**src/hdl/sle_pkg.sv**
```systemverilog
// sequential list engine: shared constants, types and codes
package sle_pkg;

  localparam int CAPACITY = 64;
  localparam int DATA_W   = 32;
  localparam int POS_W    = 7;
  localparam int COUNT_W  = 7;
  localparam int IDX_W    = $clog2(CAPACITY);
  localparam int LEN_W    = $clog2(CAPACITY + 1);
  localparam int CMP_W    = (IDX_W + 2 > POS_W + 1) ? IDX_W + 2 : POS_W + 1;

  // first-hit search runs over groups of cells, then over groups
  localparam int GROUP    = 8;
  localparam int G_W      = $clog2(GROUP);
  localparam int NGROUP   = (CAPACITY + GROUP - 1) / GROUP;

  localparam logic [DATA_W-1:0] GET_FAIL_VALUE = DATA_W'(9999);

  typedef enum logic [1:0] {
    ACT_INSERT = 2'd0,
    ACT_DELETE = 2'd1,
    ACT_GET    = 2'd2,
    ACT_LOCATE = 2'd3
  } action_t;

  typedef struct packed {
    logic              capture;
    logic              ins;
    logic              del;
    logic              sel;
    logic              loc;
    logic [POS_W-1:0]  pos;
    logic [LEN_W-1:0]  len;
    logic [DATA_W-1:0] value;
  } cell_ctrl_t;

  typedef struct packed {
    logic              hit;
    logic [G_W-1:0]    idx;
    logic [DATA_W-1:0] data;
  } pick_t;

endpackage

```
**src/hdl/sle_pick.sv**
```systemverilog
// lowest-index hit among one group of flags, with its word
module sle_pick (
  input  logic [sle_pkg::GROUP-1:0]                    hits,
  input  logic [sle_pkg::GROUP-1:0][sle_pkg::DATA_W-1:0] words,
  output sle_pkg::pick_t                               pick
);

  always_comb begin
    pick = '0;
    for (int i = sle_pkg::GROUP - 1; i >= 0; i--) begin
      if (hits[i]) begin
        pick.hit  = 1'b1;
        pick.idx  = sle_pkg::G_W'(i);
        pick.data = words[i];
      end
    end
  end

endmodule

```
**config.mk**
```make
export PLATFORM = sky130hd
export DESIGN_NAME = sle_pick
export DESIGN_NICKNAME = d
export VERILOG_FILES = /design/src/hdl/sle_pkg.sv /design/src/hdl/sle_pick.sv
export SDC_FILE = /design/constraint.sdc
export NUM_CORES = 1
export LEC_CHECK = 0
export BUFFER_PORTS_ARGS = -buffer_cell sky130_fd_sc_hd__buf_4
export CAP_MARGIN = 25
export CORE_AREA = 3 3 115 117
export DETAILED_ROUTE_END_ITERATION = 16
export DIE_AREA = 0 0 118 120
export GPL_ROUTABILITY_DRIVEN = 1
export RECOVER_POWER = 50
export SLEW_MARGIN = 20
export SYNTH_ARGS = -nofsm -noshare
export SYNTH_HDL_FRONTEND = slang
export SYNTH_SLANG_ARGS = --single-unit
```
**constraint.sdc**
```tcl
create_clock -name vclk -period 1.37
set_input_delay 0.2055 -clock vclk [all_inputs]
set_output_delay 0.2055 -clock vclk [all_outputs]
set_load 0.005 [all_outputs]
```
==> results.sh <==
export IMPL_grt_overflow_total=0
export IMPL_arrival_ps=1440
export IMPL_areaGrowthSynthToFinish_pct=172.1
export IMPL_ys_types=29
export IMPL_rsz0062_at_grt="yes"
export IMPL_start_util_pct=15.87
export IMPL_regArea_um2=0
export IMPL_finalHoldViolCount=0
export IMPL_max_freq_ghz=0.6085
export IMPL_vias_per_cell=5.180
export IMPL_drt_wl_total_um=15610
export IMPL_critPathMaxFanout=6
export IMPL_yosys_top_cells_area="a221o_1, a221oi_1, o2111ai_1, a21oi_1, a221oi_2"
export IMPL_crit_chain="buf_8 -> or2_4 -> buf_6 -> a221o_1 -> a221oi_2 -> o31ai_1 -> buf_4"
export IMPL_portBuffers=300
export IMPL_antenna_found_initial=0
export IMPL_wl_per_cell_um=20.22
export IMPL_grt_max_degree=28
export IMPL_cp_slowest_cell="a221o_1"
export IMPL_status="complete, but fails checks"
export IMPL_powerDensity_nw_per_um2=316.9
export IMPL_p_leak_nw=2.391
export IMPL_fin_util_pct=43.18
export IMPL_cp_start_kind="primary input"
export IMPL_syn_cell_area_um2=1978
export IMPL_seq_cell_count=0
export IMPL_min_delay_start="words[36]"
export IMPL_relSlewSlack_pct=76.40
export IMPL_dr_first_iter_drc_count=204
export IMPL_cp_required_ps=1160
export IMPL_cpPeakStageDelay_ps=280
export IMPL_holdPathStages=4
export IMPL_netlist_instances=277
export IMPL_cts_hold_buf=0
export IMPL_place_ws_ps=-371.3
export IMPL_syn_num_nets=541
export IMPL_hp_class="primary input to output pin"
export IMPL_setup_slack_ps=-273.4
export IMPL_setup_violations=33
export IMPL_die_area_um2=14160
export IMPL_maxCapViolCount=0
export IMPL_antenna_cells=0
export IMPL_gp_congestion=0.8943
export IMPL_track_usage_pct=18.39
export IMPL_netlist_area_leader_share_pct=16.19
export IMPL_pin_count=300
export IMPL_drcViolationCount=0
export IMPL_finalCritPeriodShare_pct=120.0
export IMPL_nets=866
export IMPL_grt_pass1_wl_um=21200
export IMPL_clkbuf_count=0
export IMPL_worstMarginPinSlew_ps=354.0
export IMPL_ys_warnings_count=0
export IMPL_slew_viol_final=0
export IMPL_vias=3999
export IMPL_die_w_um=118
export IMPL_cp_top_family="compound AO/OA/AOI/OAI gates"
export IMPL_avgSynthCellArea_um2=7.141
export IMPL_num_rows=41
export IMPL_synthTopCellsByCount="a21oi_1, a221o_1, a221oi_1"
export IMPL_grt_pass1_vias=4033
export IMPL_crit_start="hits[2]"
export IMPL_dr_pass1_iters=5
export IMPL_setup_worst_path_end_class="output pin"
export IMPL_design_core_area_um2=12470
export IMPL_path_depth=7
export IMPL_die_h_um=120
export IMPL_drive_gt1_share_pct=72.33
export IMPL_ant_nets=0
export IMPL_critPathBufInv=3
export IMPL_vdd_ir_drop_worst_uv=120.6
export IMPL_period_needed_ps=1643
export IMPL_yosysTopAreaCell="a221o_1"
export IMPL_synth_most_common_cell="a21oi_1"
export IMPL_dpl_hpwl_um=12460
export IMPL_path_class="primary input to output pin"
export IMPL_ys_seq_area_share_pct=0
export IMPL_violations="negative setup slack"
worst min-delay path, cell delays in order:
cell and delay, ps:
buf_4 80, a22oi_1 60, o31ai_1 70, buf_4 110
worst paths after layout:
kind                    to  slack, ps
setup / recovery  pick[23]       -270
hold / removal     pick[4]        720
layout by cell type, fill, tap and decap left out, drive strengths merged:
master   instances
a21oi           33
o21bai           2
buf            358
o2111ai         20
o21ai            1
nand2b          20
nor2             4
nand3            2
nor3            12
a22oi           11
nand2            3
inv              2
clkbuf           4
nor3b           11
or2b             1
o22ai           21
a221oi          33
and2b            3
a221o           32
or2              2
nor2b           13
o31ai           11
nor4             1
routing by layer:
metal | up-vias | track usage (%) | routed length, um
met5 | - | 0 | 0
met4 | 0 | 4.103 | 403
met3 | 32 | 4.147 | 1268
met2 | 252 | 34.21 | 7888
met1 | 1868 | 21.43 | 6052
li1 | 1847 | - | -
power by group:
group,switching (mW),internal (mW),total (mW)
Combinational,0.681,1.02,1.71
Clock,0,0,0
Sequential,0,0,0
Total,0.681,1.02,1.71
layout make-up:
| type | instances | area [um^2] |
|---|---|---|
| Fill cell | 1248 | 7083 |
| Tap cell | 172 | 215.2 |
| Inverter | 2 | 7.507 |
| Timing Repair Buffer | 362 | 2982 |
| Multi-Input combinational cell | 236 | 2178 |
cells by family after synthesis:
kind of cell | synth area share [%]
compound gates | 67.17
simple gates | 22.45
buf+inv | 10.37
timing repair:
item,in CTS,in global routing
resized for setup,60,47
buffers inserted,2,13
pin swaps,27,22
setup endpoints to repair,36,35
cloned,1,4
stage by stage:
step | setup TNS [ps] | instance area [um^2] | std cells | hold slack [ps] | total power [mW]
final | -6723 | 5383 | 772 | 715.3 | 1.706
after global routing | -8442 | 5383 | 772 | 727.8 | 1.818
after CTS | -6256 | 4932 | 756 | 716.9 | 1.546
after detailed placement | -9517 | 4641 | 754 | 715.1 | 1.444
after global placement | -9128 | 4641 | 754 | 715.5 | 1.429
after floorplan | 0 | 1978 | 277 | 507.9 | 0.4702
Note: power is estimated with default switching activity, not from simulation.
