--- src/hdl/sle_pkg.sv ---
// sequential list engine: shared constants, types and codes
package sle_pkg;

  localparam int CAPACITY = 64;
  localparam int DATA_W   = 32;
  localparam int POS_W    = 7;
  localparam int COUNT_W  = 7;
  localparam int IDX_W    = $clog2(CAPACITY);
  localparam int LEN_W    = $clog2(CAPACITY + 1);
  localparam int CMP_W    = (IDX_W + 2 > POS_W + 1) ? IDX_W + 2 : POS_W + 1;

  // first-hit search runs over groups of cells, then over groups
  localparam int GROUP    = 8;
  localparam int G_W      = $clog2(GROUP);
  localparam int NGROUP   = (CAPACITY + GROUP - 1) / GROUP;

  localparam logic [DATA_W-1:0] GET_FAIL_VALUE = DATA_W'(9999);

  typedef enum logic [1:0] {
    ACT_INSERT = 2'd0,
    ACT_DELETE = 2'd1,
    ACT_GET    = 2'd2,
    ACT_LOCATE = 2'd3
  } action_t;

  typedef struct packed {
    logic              capture;
    logic              ins;
    logic              del;
    logic              sel;
    logic              loc;
    logic [POS_W-1:0]  pos;
    logic [LEN_W-1:0]  len;
    logic [DATA_W-1:0] value;
  } cell_ctrl_t;

  typedef struct packed {
    logic              hit;
    logic [G_W-1:0]    idx;
    logic [DATA_W-1:0] data;
  } pick_t;

endpackage

--- src/hdl/sle_cell.sv ---
// one list slot: shifts with its neighbours and flags a position or value hit
module sle_cell (
  input  logic                        clk,
  input  sle_pkg::cell_ctrl_t         ctrl,
  input  logic [sle_pkg::IDX_W-1:0]   index,
  input  logic [sle_pkg::DATA_W-1:0]  left,
  input  logic [sle_pkg::DATA_W-1:0]  right,
  output logic [sle_pkg::DATA_W-1:0]  data,
  output logic                        hit,
  output logic [sle_pkg::DATA_W-1:0]  hold
);

  logic [sle_pkg::CMP_W-1:0] slot;
  logic [sle_pkg::CMP_W-1:0] pos_x;
  logic [sle_pkg::CMP_W-1:0] len_x;

  // slot is the 1-based position of this cell
  assign slot  = sle_pkg::CMP_W'(index) + sle_pkg::CMP_W'(1);
  assign pos_x = sle_pkg::CMP_W'(ctrl.pos);
  assign len_x = sle_pkg::CMP_W'(ctrl.len);

  always_ff @(posedge clk) begin
    if (ctrl.ins) begin
      if (slot == pos_x) begin
        data <= ctrl.value;
      end else if (slot > pos_x) begin
        data <= left;
      end
    end else if (ctrl.del && slot >= pos_x) begin
      data <= right;
    end
    // hold keeps the word as it was before any shift
    if (ctrl.capture) begin
      hold <= data;
      hit  <= (ctrl.sel && slot == pos_x) ||
              (ctrl.loc && slot <= len_x && data == ctrl.value);
    end
  end

endmodule

--- config.mk ---
export PLATFORM = sky130hd
export DESIGN_NAME = sle_cell
export DESIGN_NICKNAME = d
export VERILOG_FILES = /design/src/hdl/sle_pkg.sv /design/src/hdl/sle_cell.sv
export SDC_FILE = /design/constraint.sdc
export NUM_CORES = 1
export LEC_CHECK = 0
export BUFFER_PORTS_ARGS = -buffer_cell sky130_fd_sc_hd__buf_2
export CORE_MARGIN = 2
export CORE_UTILIZATION = 44
export CTS_CLUSTER_DIAMETER = 200
export DETAILED_ROUTE_END_ITERATION = 7
export GPL_ROUTABILITY_DRIVEN = 1
export PLACE_DENSITY = 0.88
export SYNTH_ARGS = -nofsm -noshare
export SYNTH_HDL_FRONTEND = slang
export SYNTH_SLANG_ARGS = --single-unit
--- constraint.sdc ---
create_clock -name clk -period 5.9 [get_ports clk]
set_clock_uncertainty 0.05 [all_clocks]
set_input_delay 0.295 -clock clk [delete_from_list [all_inputs] [get_ports clk]]
set_output_delay 0.295 -clock clk [all_outputs]
set_load 0.03 [all_outputs]
==> results.txt <==
Status = finished clean
Post-CTS Resized = 0
Buffers on Ports = 186
Total congestion overflow = 0
CP Class = in2reg
Reg2Reg Setup Slack = 4.10 ns
Total power = 1.26 mW
Via density = 4.93
CTS sink count = 65
Syn Nets = 410
Final Critical Period = 3.03 ns
CTS clk-pin slew, worst paths = 0.07 ns
Largest family of logic cells by synthesized area = multiplexers
DR top layer = met4
Synth Cell Area = 3440 um^2
Die H = 92.5 um
Die width = 92.5 um
Final core utilization = 60.3%
Unique cell type count in the Yosys netlist = 27
First-pass GRT wire length = 13,700 um
Met1 WL = 3500 um
Total Routing Usage GR = 20.7%
Vias in the first global route = 3,002
Req. time, crit path = 5.80 ns
Clock tree from TritonCTS = built
Hold_buf cts = 0
Share of layout cells above drive strength 1 = 44.0%
Commonest non-fill, non-tap cell in the layout = buf_2
Post-synthesis compound-gate area fraction = 7.05%
Placed cells = 552
Initial DRC count = 124
Syn avg cell area = 12.6 um^2
CP Capture Type = register
Max_cap viols = 0
Most frequent cells in the layout = buf_2, edfxtp_1, a21oi_1, nor2_1, xor2_1
Number of synthesized register bits = 65
Pwr Density = 274 nW/um^2
Final Hold Viols = 0
Simple logic cell fraction of the synthesized area = 8.46%
Mux cell area share after synthesis = 9.30%
Worst min-delay path category = in2reg
Tcrit/Tclk final = 51.4%
Finished Layout Cells = 568
RSZ-0062 raised after global routing = no
Post-DP HPWL = 6760 um
DRC = 0
Final setup TNS = 0 ns
Core ar. = 7650 um^2
Final instance area = 4610 um^2
WL met3 = 538 um
Fmax = 330 MHz
Postcts setup bufs = 0
Area delta synth->final = 33.9%
Worst slew margin = 44.8%
# rows = 32
Crit path max fanout = 34
CP Launch Type = input port
Async set or reset register ratio after synthesis = 0%
Yosys warning total = 0
Critical Path AT = 2.93 ns
Initial antenna violation count = 0
Synth Instances = 273
Clock root cell = clkbuf_8
Setup violations, final = 0
Slew at the pin closest to its max-slew limit = 0.828 ns
Final Wtd Congestion = 0.941
Worst IR Drop VDD = 0.161 mV
Largest net degree at the start of global routing = 66
Clock H-tree levels = 3
Post-synth EDFFs = 65
Maximum clock path buffer count = 2
Antenna diode count = 0
Pre-antenna DRT Iters = 4
Antenna-violating nets left = 0
LEAKAGE = 2.04 nW
Number of primary I/O pins = 187
Synth Area in Adders = 5.45%
Drt wl/cell = 15.5 um
Die area = 8550 um^2
Max-slew violation count = 0
Starting density of the core = 45.0%
Number of nets in the layout = 598
Number of fill cells in the layout = 646
TritonCTS Buffers = 9
Xor and xnor fraction of the mapped netlist area = 9.15%
Placement Cell Area = 4430 um^2
Register area share after synthesis = 56.7%
Detailed route wirelength on metal2 = 4480 um
Top_reg_cell synth = edfxtp_1
Routed wire length = 8820 um
DR vias = 2,803
Later-pin clock latency in the skew report = 0.33 ns
where the power goes:
group          total, mW  internal [mW]  switching (mW)
Combinational      0.299          0.104           0.196
Clock              0.362          0.192           0.170
Sequential         0.600          0.571          0.0290
Total               1.26          0.867           0.394
sequential cells by signal, summed over array words and instances, names as in the netlist:
name	cells
data	32
hit	1
hold	32
metal layers:
metal	vias to the layer above	global-route usage [%]
met1	1270	24.3
met5	-	0
met3	29	3.82
met4	0	11.2
li1	1375	-
met2	129	35.7
final cells by class:
cell class	instances	area [um^2]	share of cell area (%)
tap	102	128	2.77
timing repair buffer	187	938	20.3
inverter	13	48.8	1.06
clock buffer	10	128	2.77
multi-input combinational	185	1360	29.5
clock inverter	6	58.8	1.28
sequential	65	1950	42.3
Yosys cell counts (all sizes together) (2+ instances only):
library cell | instances | area, um^2
mux2i | 32 | 320
clkbuf | 7 | 26.3
nand3 | 6 | 35.0
nand4 | 3 | 33.8
nand2 | 2 | 7.51
xor2 | 33 | 289
edfxtp | 65 | 1950
nor3 | 2 | 10.0
ha | 15 | 188
inv | 13 | 48.8
o21ai | 3 | 15.0
a21oi | 36 | 180
xnor2 | 3 | 26.3
buf | 3 | 60.1
nor4 | 7 | 43.8
nor2 | 35 | 148
cell families after synthesis:
logic type / Yosys count
DFF: 65
and+or+nand+nor: 57
AOI/OAI and AO/OA: 45
xor gates and xnor gates: 36
muxes: 32
buffers and inverters: 23
adders and majority gates: 15
path summary, 6_finish.rpt:
kind	start	endpoint	depth (start not counted)
hold / removal	ctrl[47]	hit$_DFFE_PP_	2
hold reg to reg	data[1]$_DFFE_PP_	hold[1]$_DFFE_PP_	0
setup / recovery	index[0]	data[2]$_DFFE_PP_	8
setup reg to reg	data[5]$_DFFE_PP_	hit$_DFFE_PP_	5
stage by stage:
step | setup WS (ns) | hold WS, ns
2_1_floorplan | 3.01 | 0.357
3_3_place_gp | 2.63 | 0.429
3_5_place_dp | 2.48 | 0.429
4_1_cts | 2.83 | 0.198
5_1_grt | 2.68 | 0.213
6_report | 2.87 | 0.219
worst max-delay path, stage by stage:
cell and delay (ns):
buf_2 0.13, ha_1 0.21, nand3_1 0.13, xnor2_1 0.17, ha_1 0.37, nand4_4 0.15, nor2_8 0.62, o32a_2 0.83
Note: power is estimated with default switching activity, not from simulation.
